<file path="src/rtl/imm_pkg.sv">
// Types and constants shared by the integer matrix multiply block.
// No dependencies; every other file refers to this package by scoped names.
package imm_pkg;

    localparam int ELEM_W = 16;
    localparam int ACC_W  = 32;
    localparam int IDX_W  = 3;
    localparam int DIM_W  = 4;

    typedef enum logic [1:0] {
        OP_LOAD_A = 2'd0,
        OP_LOAD_B = 2'd1,
        OP_START  = 2'd2
    } t_opcode;

    typedef enum logic [1:0] {
        CFG_A_ROWS = 2'd0,
        CFG_A_COLS = 2'd1,
        CFG_B_ROWS = 2'd2,
        CFG_B_COLS = 2'd3
    } t_cfg_idx;

    typedef enum logic [1:0] {
        S_IDLE,
        S_ISSUE,
        S_DRAIN,
        S_ERR
    } t_state;

    typedef struct packed {
        t_opcode                    opcode;
        logic [IDX_W-1:0]           row_index;
        logic [IDX_W-1:0]           col_index;
        logic signed [ELEM_W-1:0]   element;
    } t_in_item;

    typedef struct packed {
        logic [IDX_W-1:0]           out_row;
        logic [IDX_W-1:0]           out_col;
        logic signed [ACC_W-1:0]    product_value;
        logic                       last;
        logic                       dim_error;
    } t_out_item;

    typedef struct packed {
        logic [DIM_W-1:0] rows;
        logic [DIM_W-1:0] inner;
        logic [DIM_W-1:0] cols;
    } t_dims;

    typedef struct packed {
        logic             valid;
        logic             first;
        logic             lastk;
        logic [IDX_W-1:0] row;
        logic [IDX_W-1:0] col;
        logic [IDX_W-1:0] k;
        logic             last;
    } t_beat;

    typedef struct packed {
        logic                    valid;
        logic [IDX_W-1:0]        row;
        logic [IDX_W-1:0]        col;
        logic signed [ACC_W-1:0] value;
        logic                    last;
    } t_done;

endpackage

</file>
<file path="src/rtl/imm_ram.sv">
// Element store: one write port and one registered read port.
// Depends on imm_pkg for the element width.
module imm_ram #(
    parameter int DEPTH  = 64,
    parameter int ADDR_W = 6
) (
    input  logic                              i_clk,
    input  logic                              i_wr_en,
    input  logic [ADDR_W-1:0]                 i_wr_addr,
    input  logic signed [imm_pkg::ELEM_W-1:0] i_wr_data,
    input  logic                              i_rd_en,
    input  logic [ADDR_W-1:0]                 i_rd_addr,
    output logic signed [imm_pkg::ELEM_W-1:0] o_rd_data
);

    logic signed [imm_pkg::ELEM_W-1:0] r_mem [DEPTH];
    logic signed [imm_pkg::ELEM_W-1:0] r_rd_data;

    always_ff @(posedge i_clk) begin
        if (i_wr_en) begin
            r_mem[i_wr_addr] <= i_wr_data;
        end
    end

    always_ff @(posedge i_clk) begin
        if (i_rd_en) begin
            r_rd_data <= r_mem[i_rd_addr];
        end
    end

    assign o_rd_data = r_rd_data;

endmodule

</file>
<file path="src/rtl/imm_mac.sv">
// Multiply-accumulate pipeline: align read data, multiply, accumulate.
// Depends on imm_pkg for the beat and completion types.
module imm_mac (
    input  logic                              i_clk,
    input  logic                              i_rst_n,
    input  imm_pkg::t_beat                    i_beat,
    input  logic signed [imm_pkg::ELEM_W-1:0] i_a,
    input  logic signed [imm_pkg::ELEM_W-1:0] i_b,
    output imm_pkg::t_done                    o_done
);

    imm_pkg::t_beat                   r_beat1;
    imm_pkg::t_beat                   r_beat2;
    logic signed [imm_pkg::ACC_W-1:0] r_prod;
    logic signed [imm_pkg::ACC_W-1:0] r_acc;
    logic signed [imm_pkg::ACC_W-1:0] n_acc;
    logic                             r_done_valid;
    logic [imm_pkg::IDX_W-1:0]        r_done_row;
    logic [imm_pkg::IDX_W-1:0]        r_done_col;
    logic                             r_done_last;

    always_ff @(posedge i_clk) begin
        if (!i_rst_n) begin
            r_beat1      <= '0;
            r_beat2      <= '0;
            r_done_valid <= 1'b0;
        end else begin
            r_beat1      <= i_beat;
            r_beat2      <= r_beat1;
            r_done_valid <= r_beat2.valid && r_beat2.lastk;
        end
    end

    always_ff @(posedge i_clk) begin
        if (r_beat1.valid) begin
            r_prod <= i_a * i_b;
        end
    end

    always_comb begin
        n_acc = r_acc;
        if (r_beat2.valid) begin
            n_acc = (r_beat2.first ? '0 : r_acc) + r_prod;
        end
    end

    always_ff @(posedge i_clk) begin
        r_acc <= n_acc;
        if (r_beat2.valid && r_beat2.lastk) begin
            r_done_row  <= r_beat2.row;
            r_done_col  <= r_beat2.col;
            r_done_last <= r_beat2.last;
        end
    end

    always_comb begin
        o_done.valid = r_done_valid;
        o_done.row   = r_done_row;
        o_done.col   = r_done_col;
        o_done.value = r_acc;
        o_done.last  = r_done_last;
    end

endmodule

</file>
<file path="src/rtl/imm_seq.sv">
// Run sequencer: walks rows, columns and the inner index, issues store reads
// and holds the result register. Depends on imm_pkg.
module imm_seq (
    input  logic                i_clk,
    input  logic                i_rst_n,
    input  logic                i_start,
    input  logic                i_match,
    input  imm_pkg::t_dims      i_dims,
    input  imm_pkg::t_done      i_done,
    input  logic                i_out_stall,
    output logic                o_busy,
    output imm_pkg::t_beat      o_beat,
    output logic                o_out_valid,
    output imm_pkg::t_out_item  o_out
);

    imm_pkg::t_state           r_state;
    imm_pkg::t_state           n_state;
    imm_pkg::t_dims            r_dims;
    imm_pkg::t_dims            n_dims;
    logic [imm_pkg::IDX_W-1:0] r_i;
    logic [imm_pkg::IDX_W-1:0] n_i;
    logic [imm_pkg::IDX_W-1:0] r_j;
    logic [imm_pkg::IDX_W-1:0] n_j;
    logic [imm_pkg::IDX_W-1:0] r_k;
    logic [imm_pkg::IDX_W-1:0] n_k;
    logic                      r_out_valid;
    logic                      n_out_valid;
    imm_pkg::t_out_item        r_out;
    imm_pkg::t_out_item        n_out;
    logic                      out_free;
    logic                      issue;
    logic                      k_last;
    logic                      j_last;
    logic                      i_last;

    assign out_free = !r_out_valid || !i_out_stall;
    assign k_last   = {1'b0, r_k} == r_dims.inner - imm_pkg::DIM_W'(1);
    assign j_last   = {1'b0, r_j} == r_dims.cols - imm_pkg::DIM_W'(1);
    assign i_last   = {1'b0, r_i} == r_dims.rows - imm_pkg::DIM_W'(1);

    always_comb begin
        n_state = r_state;
        case (r_state)
            imm_pkg::S_IDLE: begin
                if (i_start) begin
                    n_state = i_match ? imm_pkg::S_ISSUE : imm_pkg::S_ERR;
                end
            end
            imm_pkg::S_ISSUE: begin
                if (issue && k_last) begin
                    n_state = imm_pkg::S_DRAIN;
                end
            end
            imm_pkg::S_DRAIN: begin
                if (i_done.valid) begin
                    n_state = i_done.last ? imm_pkg::S_IDLE : imm_pkg::S_ISSUE;
                end
            end
            imm_pkg::S_ERR: begin
                if (out_free) begin
                    n_state = imm_pkg::S_IDLE;
                end
            end
            default: begin
                n_state = imm_pkg::S_IDLE;
            end
        endcase
    end

    always_comb begin
        o_busy       = r_state != imm_pkg::S_IDLE;
        issue        = (r_state == imm_pkg::S_ISSUE) && (r_k != '0 || out_free);
        o_beat.valid = issue;
        o_beat.first = r_k == '0;
        o_beat.lastk = k_last;
        o_beat.row   = r_i;
        o_beat.col   = r_j;
        o_beat.k     = r_k;
        o_beat.last  = i_last && j_last;
        o_out_valid  = r_out_valid;
        o_out        = r_out;
    end

    always_comb begin
        n_dims      = r_dims;
        n_i         = r_i;
        n_j         = r_j;
        n_k         = r_k;
        n_out_valid = r_out_valid && i_out_stall;
        n_out       = r_out;
        if (r_state == imm_pkg::S_IDLE && i_start) begin
            n_dims = i_dims;
            n_i    = '0;
            n_j    = '0;
            n_k    = '0;
        end
        if (issue) begin
            n_k = k_last ? '0 : r_k + imm_pkg::IDX_W'(1);
        end
        if (r_state == imm_pkg::S_DRAIN && i_done.valid) begin
            if (j_last) begin
                n_j = '0;
                n_i = r_i + imm_pkg::IDX_W'(1);
            end else begin
                n_j = r_j + imm_pkg::IDX_W'(1);
            end
            n_out_valid         = 1'b1;
            n_out.out_row       = i_done.row;
            n_out.out_col       = i_done.col;
            n_out.product_value = i_done.value;
            n_out.last          = i_done.last;
            n_out.dim_error     = 1'b0;
        end
        if (r_state == imm_pkg::S_ERR && out_free) begin
            n_out_valid         = 1'b1;
            n_out.out_row       = '0;
            n_out.out_col       = '0;
            n_out.product_value = '0;
            n_out.last          = 1'b1;
            n_out.dim_error     = 1'b1;
        end
    end

    always_ff @(posedge i_clk) begin
        if (!i_rst_n) begin
            r_state     <= imm_pkg::S_IDLE;
            r_dims      <= '0;
            r_i         <= '0;
            r_j         <= '0;
            r_k         <= '0;
            r_out_valid <= 1'b0;
        end else begin
            r_state     <= n_state;
            r_dims      <= n_dims;
            r_i         <= n_i;
            r_j         <= n_j;
            r_k         <= n_k;
            r_out_valid <= n_out_valid;
        end
    end

    always_ff @(posedge i_clk) begin
        r_out <= n_out;
    end

`ifndef SYNTH
    a_done_has_room: assert property (@(posedge i_clk) disable iff (!i_rst_n)
        i_done.valid |-> out_free)
        else $error("element completed while the result register is occupied");

    a_done_in_drain: assert property (@(posedge i_clk) disable iff (!i_rst_n)
        i_done.valid |-> r_state == imm_pkg::S_DRAIN)
        else $error("element completed outside the drain phase");

    a_error_is_last: assert property (@(posedge i_clk) disable iff (!i_rst_n)
        r_out_valid && r_out.dim_error |-> r_out.last)
        else $error("dimension error result not marked last");

    a_k_in_range: assert property (@(posedge i_clk) disable iff (!i_rst_n)
        r_state == imm_pkg::S_ISSUE |-> {1'b0, r_k} < r_dims.inner)
        else $error("inner index beyond the inner dimension");
`endif

endmodule

</file>
<file path="src/rtl/integer_matrix_multiply.sv">
// Integer matrix multiply, top level: configuration registers, load decode,
// the two element stores, the sequencer and the MAC pipeline. Uses imm_pkg.
// Loads of A or B entries are taken one per cycle while no run is in progress
// and give no result. A start runs the whole product C = A * B with the input
// stalled until the run has finished issuing and draining: each element of C
// takes inner-dimension reads from the single read port of each store, then
// passes through read, multiply and accumulate before the next element issues;
// output-side stalls lengthen the run. Elements leave in row-major order and
// the final one is marked last; a mismatched inner dimension gives a single
// error result instead.
module integer_matrix_multiply #(
    parameter int MAX_DIM = 8
) (
    input  logic                          i_clk,
    input  logic                          i_rst_n,
    input  logic                          i_in_valid,
    output logic                          o_in_stall,
    input  imm_pkg::t_in_item             i_in,
    output logic                          o_out_valid,
    input  logic                          i_out_stall,
    output imm_pkg::t_out_item            o_out,
    input  logic                          i_cfg_valid,
    output logic                          o_cfg_ready,
    input  logic [1:0]                    i_cfg_index,
    input  logic [imm_pkg::DIM_W-1:0]     i_cfg_data
);

    localparam int DEPTH  = MAX_DIM * MAX_DIM;
    localparam int ADDR_W = (DEPTH > 1) ? $clog2(DEPTH) : 1;

    logic [imm_pkg::DIM_W-1:0]         r_a_rows;
    logic [imm_pkg::DIM_W-1:0]         r_a_cols;
    logic [imm_pkg::DIM_W-1:0]         r_b_rows;
    logic [imm_pkg::DIM_W-1:0]         r_b_cols;
    imm_pkg::t_dims                    dims;
    logic [imm_pkg::DIM_W-1:0]         b_rows_used;
    logic                              busy;
    logic                              in_accept;
    logic                              in_range;
    logic                              wr_a;
    logic                              wr_b;
    logic                              start;
    logic [ADDR_W-1:0]                 wr_addr;
    logic [ADDR_W-1:0]                 rd_a_addr;
    logic [ADDR_W-1:0]                 rd_b_addr;
    logic signed [imm_pkg::ELEM_W-1:0] a_data;
    logic signed [imm_pkg::ELEM_W-1:0] b_data;
    imm_pkg::t_beat                    beat;
    imm_pkg::t_done                    done;

    function automatic logic [imm_pkg::DIM_W-1:0] used_dim(
        input logic [imm_pkg::DIM_W-1:0] v
    );
        logic [imm_pkg::DIM_W-1:0] r;
        r = v;
        if (v == '0) begin
            r = imm_pkg::DIM_W'(1);
        end else if (v > imm_pkg::DIM_W'(MAX_DIM)) begin
            r = imm_pkg::DIM_W'(MAX_DIM);
        end
        return r;
    endfunction

    assign o_cfg_ready = 1'b1;

    always_ff @(posedge i_clk) begin
        if (!i_rst_n) begin
            r_a_rows <= imm_pkg::DIM_W'(1);
            r_a_cols <= imm_pkg::DIM_W'(1);
            r_b_rows <= imm_pkg::DIM_W'(1);
            r_b_cols <= imm_pkg::DIM_W'(1);
        end else if (i_cfg_valid && o_cfg_ready) begin
            case (imm_pkg::t_cfg_idx'(i_cfg_index))
                imm_pkg::CFG_A_ROWS: r_a_rows <= i_cfg_data;
                imm_pkg::CFG_A_COLS: r_a_cols <= i_cfg_data;
                imm_pkg::CFG_B_ROWS: r_b_rows <= i_cfg_data;
                imm_pkg::CFG_B_COLS: r_b_cols <= i_cfg_data;
                default: begin
                end
            endcase
        end
    end

    always_comb begin
        dims.rows   = used_dim(r_a_rows);
        dims.inner  = used_dim(r_a_cols);
        dims.cols   = used_dim(r_b_cols);
        b_rows_used = used_dim(r_b_rows);
    end

    assign o_in_stall = busy;
    assign in_accept  = i_in_valid && !o_in_stall;
    assign in_range   = ({1'b0, i_in.row_index} < imm_pkg::DIM_W'(MAX_DIM))
                     && ({1'b0, i_in.col_index} < imm_pkg::DIM_W'(MAX_DIM));
    assign wr_a       = in_accept && in_range && (i_in.opcode == imm_pkg::OP_LOAD_A);
    assign wr_b       = in_accept && in_range && (i_in.opcode == imm_pkg::OP_LOAD_B);
    assign start      = in_accept && (i_in.opcode == imm_pkg::OP_START);

    assign wr_addr   = ADDR_W'(int'(i_in.row_index) * MAX_DIM + int'(i_in.col_index));
    assign rd_a_addr = ADDR_W'(int'(beat.row) * MAX_DIM + int'(beat.k));
    assign rd_b_addr = ADDR_W'(int'(beat.k) * MAX_DIM + int'(beat.col));

    imm_ram #(
        .DEPTH  (DEPTH),
        .ADDR_W (ADDR_W)
    ) u_store_a (
        .i_clk     (i_clk),
        .i_wr_en   (wr_a),
        .i_wr_addr (wr_addr),
        .i_wr_data (i_in.element),
        .i_rd_en   (beat.valid),
        .i_rd_addr (rd_a_addr),
        .o_rd_data (a_data)
    );

    imm_ram #(
        .DEPTH  (DEPTH),
        .ADDR_W (ADDR_W)
    ) u_store_b (
        .i_clk     (i_clk),
        .i_wr_en   (wr_b),
        .i_wr_addr (wr_addr),
        .i_wr_data (i_in.element),
        .i_rd_en   (beat.valid),
        .i_rd_addr (rd_b_addr),
        .o_rd_data (b_data)
    );

    imm_seq u_seq (
        .i_clk       (i_clk),
        .i_rst_n     (i_rst_n),
        .i_start     (start),
        .i_match     (dims.inner == b_rows_used),
        .i_dims      (dims),
        .i_done      (done),
        .i_out_stall (i_out_stall),
        .o_busy      (busy),
        .o_beat      (beat),
        .o_out_valid (o_out_valid),
        .o_out       (o_out)
    );

    imm_mac u_mac (
        .i_clk   (i_clk),
        .i_rst_n (i_rst_n),
        .i_beat  (beat),
        .i_a     (a_data),
        .i_b     (b_data),
        .o_done  (done)
    );

endmodule
</file>
<file path="config.mk">
export PLATFORM = sky130hd
export DESIGN_NAME = integer_matrix_multiply
export DESIGN_NICKNAME = d
export VERILOG_FILES = /design/src/rtl/imm_pkg.sv /design/src/rtl/imm_ram.sv /design/src/rtl/imm_mac.sv /design/src/rtl/imm_seq.sv /design/src/rtl/integer_matrix_multiply.sv
export SDC_FILE = /design/constraint.sdc
export NUM_CORES = 2
export LEC_CHECK = 0
export BUFFER_PORTS_ARGS = -buffer_cell sky130_fd_sc_hd__buf_2
export CAP_MARGIN = 20
export CELL_PAD_IN_SITES_DETAIL_PLACEMENT = 1
export CELL_PAD_IN_SITES_GLOBAL_PLACEMENT = 1
export CORE_MARGIN = 10
export CORE_UTILIZATION = 45
export CTS_CLUSTER_SIZE = 40
export DETAILED_ROUTE_END_ITERATION = 12
export GPL_ROUTABILITY_DRIVEN = 0
export PLACE_DENSITY_LB_ADDON = 0.25
export SLEW_MARGIN = 10
export SYNTH_ARGS = -nofsm -noshare
export SYNTH_HDL_FRONTEND = slang
export SYNTH_HIERARCHICAL = 1
export SYNTH_SLANG_ARGS = --single-unit
</file>
<file path="constraint.sdc">
create_clock -name i_clk -period 14.7 [get_ports i_clk]
set_clock_uncertainty 0.15 [all_clocks]
set_input_delay 0 -clock i_clk [delete_from_list [all_inputs] [get_ports i_clk]]
set_output_delay 0 -clock i_clk [all_outputs]
set_load 0.02 [all_outputs]
</file>
# == After elaboration in Yosys (flattened, before gate mapping) ==
# Memory sizes are Yosys's and may differ from the RTL's. A register that Yosys moved wholly into a read port is not among the register bits.
# Index checks and enable logic that the tools add are counted.
# op_classes
n_addsub,10
n_reduce_logical,34
n_mux,30
bitwise,0
magnitude_cmp,4
div,0
eq_ne,16
mul,1
n_shift,0
# ops
op,count
adder 32 bit,1
multiplier 16 x 16 -> 32 bit,1
two-way mux 32 bit,1
two-way mux 4 bit,8
two-way mux 3 bit,8
adder 6 x 3 -> 6 bit,3
"> comparator 4 bit, second input constant",4
zero test 4 bit,4
== test 3 x 4 -> 1 bit,3
logical AND 1 bit,12
"subtractor 4 x 1 -> 4 bit, second input constant",3
"== test 2 bit, second input constant",5
two-way mux 2 bit,5
"adder 3 x 1 -> 3 bit, second input constant",3
"!= test 2 x 1 -> 1 bit, second input constant",4
one-hot mux 2 bit (4 select lines),1
AND reduction 2 bit,4
two-way mux 1 bit,7
"== test 2 x 1 -> 1 bit, second input constant",3
zero test 2 bit,3
nonzero test 2 bit,3
== test 4 bit,1
AND reduction 4 bit,1
zero test 1 bit,3
other kinds (3),4
# totals
out_inout_bits,43
latch_bits,0
memories,2
rom_bits,0
ramBits,2048
register_bits,172
in_bits,35
# memory_table
name,words,width,rd,rd_ports_with_merged_regs,write_ports,line,source
u_store_a.r_mem,64,16,1,1,1,imm_ram.sv:16,logic signed [imm_pkg::ELEM_W-1:0] r_mem [DEPTH];
u_store_b.r_mem,64,16,1,1,1,imm_ram.sv:16,

# == Longest topological paths before layout ==
# depth
ltp_word,8
ltp_mapped,24
ltp_nobuf,23

# == By module ==
# Netlist, hierarchy kept.
# by_module_without_submodules
module,seq_area_each_um2,area_per_inst_um2,instances,cells_each
imm_ram,31230.0,40202.3,2,1829
imm_mac,2552.4,14551.5,1,1490
imm_seq,1281.2,2780.2,1,345
integer_matrix_multiply,320.3,800.8,1,83

# == Least setup slack after synthesis ==
# OpenSTA, ideal clock, no wires.
# synth_path
path_kind,register to register
from,"register u_store_a.r_rd_data, in the netlist u_store_a/o_rd_data[15], read port of u_store_a.r_mem"
to,register u_mac/r_prod[30] in the netlist's numbering (data pin)
path_stages_with_launch,20
required_time_ns,14.292
synth_period_minus_slack_ns,6.148
t_arrival_ns,5.740
n_path_buf,1
setup_time_ns,0.258
path_slack_ns,8.552
path_cell_list,edfxtp_1 -> clkbuf_1 -> nand2_1 -> inv_1 -> fa_1 -> fa_1 -> fa_1 -> fa_1 -> fa_1 -> inv_1 -> fa_1 -> inv_1 -> ha_1 -> nand4_1 -> or3_1 -> a31oi_1 -> nor3_1 -> o21bai_1 -> a21oi_1 -> xnor2_1
# synth_between
elab_chain_len,1
# synth_lines
item,line,source
start: declaration,imm_ram.sv:17,logic signed [imm_pkg::ELEM_W-1:0] r_rd_data;
multiplier 16 x 16 -> 32 bit,imm_mac.sv:36,r_prod <= i_a * i_b;
end signal: assignment,imm_mac.sv:36,
end: declaration,imm_mac.sv:14,logic signed [imm_pkg::ACC_W-1:0] r_prod;
# No other way between the ends.
# A chain may end at the register's enable or synchronous reset.

# == Worst setup path in the final report ==
# Same ends and word-level chain as after synthesis.

==> flow_summary.ini <==
[synthesis]
synth_area_um2 = 98500
yosysWarningCount = 6
synthFlopType = edfxtp_1
synth_top_family_by_area = multiplexers
ys_seq_area_share_pct = 67.6
synth_compound_area_share_pct = 3.68
postSynthCellCount = 5576
synth_area_per_cell_um2 = 17.7
ys_ff_latch = 2252
synth_cell_types = 97
synthMuxAreaShare_pct = 12.8
synthAdderAreaFrac_pct = 6.87
yosys.area_share.simple_pct = 5.28
synth_area_leader_cell = edfxtp_1
synthXorXnorAreaFrac_pct = 0.684
synth_nets = 5994
synth_top_area_share_pct = 65.6
synth.top_cells.by_area = edfxtp_1 (66%), mux4_2 (10%), fa_1 (5.3%)
async_reset_ff_share_pct = 0
synth_edf_count = 2151

[floorplan]
dieArea_um2 = 238000
fp.dieW_um = 488
core_um2 = 218000
core.rowCount = 171
initial_core_util_pct = 45.3
ios = 78
die_height_um = 488

[sta]
period_needed_ns = 6.62
period_share_pct = 45.1
setup_tns_ns = 0
finalSetupViolations = 0
tightest_slew_ns = 1.17
fmax_mhz = 151
rsz0062_at_grt = false
slew_violations = 0
worst_slack_ns = 8.08
slew_headroom_pct = 22.2
hold_violations = 0

[route]
vias = 51700
firstDrtPassIters = 5
drc = 0
antenna_left = 0
drt-wirelength-per-cell_um = 28.5
routed_via_density = 5.83
wl_um = 253000
drt_iter0_markers = 4851

[clock_tree]
clock_sinks = 2252
worstSkewPairLatency_ns = 0.91
cts_tree = yes
clkTransAtPathRegs_ns = 0.06
postCtsHoldBufs = 53
htreeDepth = 4
cts_buffers = 223
post_cts_buffers = 0
clock_path_buffers = 3
root_buffer = clkbuf_16
post_cts_resized = 0

[pwr]
max-vdd-ir-drop_v = 0.000166
p_comb_share_pct = 20.3
switchingPower_uw = 4440
power.leakage_uw = 0.0363
internal_power_uw = 11900
p_sw_share_pct = 27.2
p_per_area_nw_per_um2 = 148
power.total_uw = 16300
seqPwrFrac_pct = 44.6
pwr-share-clk_pct = 35.1

[final_layout]
area_delta_synth_final_pct = 11.9
mostFrequentLayoutCell = edfxtp_1
instances_no_fill = 8868
final_cell_mix = edfxtp_1 (2151), mux4_2 (440), nand2_1 (392)
fin_nets = 6240
drive_gt1_share_pct = 19.3

[placement]
io_buffers = 76
place_ws_ns = 8.01
dp.cells = 8390
dp_hpwl_um = 157000

[global_route]
grt_usage_pct = 21.0
top_usage_layer = met2
grt_use_met1_pct = 29.2
grt-ovfl-total = 0
antenna_found_initial = 12
grt_pass1_vias = 55000
grt_start_max_net_pins = 118
grt_pass1_wl_um = 374000
gr-usage-met2_pct = 34.8
met3_usage_pct = 3.18

[setup_path]
crit_required_ns = 15.20
critical_path_class = flip-flop to flip-flop
worstPathMaxFanout = 16
startpoint_type = flip-flop
worst-endpoint-arrival_ns = 7.12
endpoint_kind = flip-flop

[job]
cap_viol_max_count = 0

[min_path]
hp-class = primary input to flip-flop

[run_status]
status = complete, no violations
[power by group through the flow]
stage / registers [µW] / clock network (µW) / logic [µW]
after global routing: 7300 / 6120 / 3770
after detailed placement: 7430 / 0 / 3340
after global placement: 7430 / 0 / 3250
after CTS: 7290 / 5850 / 3370
final: 7290 / 5730 / 3320
after floorplan: 7440 / 0 / 2470
[cells by family after synthesis]
group	Yosys count
flops	2252
other cells	1
simple gates	1048
fa+ha+maj	383
xor+xnor	77
buf+inv	620
compound gates	505
mux	690
[flip-flops by register name (all words and copies together) (netlist names), 12 cells and up]
name and cells:
u_mac/r_acc 32, u_store_b/o_rd_data 16, u_store_a/r_mem 1024, u_store_a/o_rd_data 16
u_seq/r_dims 12, u_seq/o_out 40, u_mac/r_prod 32, u_store_b/r_mem 1024
[cell type report]
cell class	count	area, µm²
timing repair buffer	304	2380
antenna	6	15.0
sequential	2252	66600
clock inverter	133	1410
tap	2854	3570
inverter	337	1260
fill	19900	107000
clock buffer	278	5970
multi-input combinational	2704	29000
[worst max-delay path, cell delays in order (launching register included)]
cell and delay, ns:
edfxtp_1 0.73, and2_1 0.25, inv_1 0.06, fa_1 0.55, inv_1 0.07, fa_1 0.78
fa_1 0.52, fa_1 0.51, fa_1 0.49, inv_1 0.05, fa_1 0.47, inv_1 0.04
ha_1 0.38, nand4_1 0.21, or3_1 0.42, a31oi_1 0.25, nor3_1 0.11, o21bai_1 0.15
a21oi_1 0.09, xnor2_1 0.12
[cell usage after synthesis, types with 35 or more instances]
library cell	n
dfxtp_1	101
o21ai_0	35
mux2i_1	187
a21oi_1	131
nor2b_1	115
clkbuf_1	108
mux4_2	440
inv_1	336
xnor2_1	53
mux2_2	55
a22oi_1	78
and2_1	148
nand2_1	392
nand3_1	67
buf_2	80
ha_1	120
edfxtp_1	2151
fa_1	263
nor2_1	184
[per-layer routing]
layer	vias to the layer above	share of wire [%]	routed length, µm
met3	345	5.9	15000
li1	21900	-	-
met5	-	0.011	27
met2	1644	49	124000
met1	27800	43	108000
met4	4	2.3	5900
[worst paths after layout]
| check | startpoint | to | slack [ns] | cells after the start |
|---|---|---|---|---|
| max | u_store_a/o_rd_data[15]$_DFFE_PP_ | u_mac/r_prod[30]$_DFFE_PP_ | 8.08 | 19 |
| min | i_in[21] | u_store_b/r_mem[55][2]$_DFFE_PP_ | 0.05 | 5 |
| min reg2reg | u_mac/r_beat2[7]$_SDFF_PN0_ | u_mac/r_done_row[0]$_DFFE_PP_ | 0.25 | 0 |
| max reg2reg | u_store_a/o_rd_data[15]$_DFFE_PP_ | u_mac/r_prod[30]$_DFFE_PP_ | 8.08 | 19 |
[through the flow]
stage | utilization, % | instance area (µm²) | hold WS [ns]
after global placement | 47.0 | 102000 | 0.164
after CTS | 50.6 | 110000 | 0.00167
final | 50.7 | 110000 | 0.0468
after detailed placement | 47.0 | 102000 | 0.170
after global routing | 50.7 | 110000 | 0.0182
after floorplan | - | 98500 | -0.0511
No activity file was read; power rests on OpenSTA's default activity.
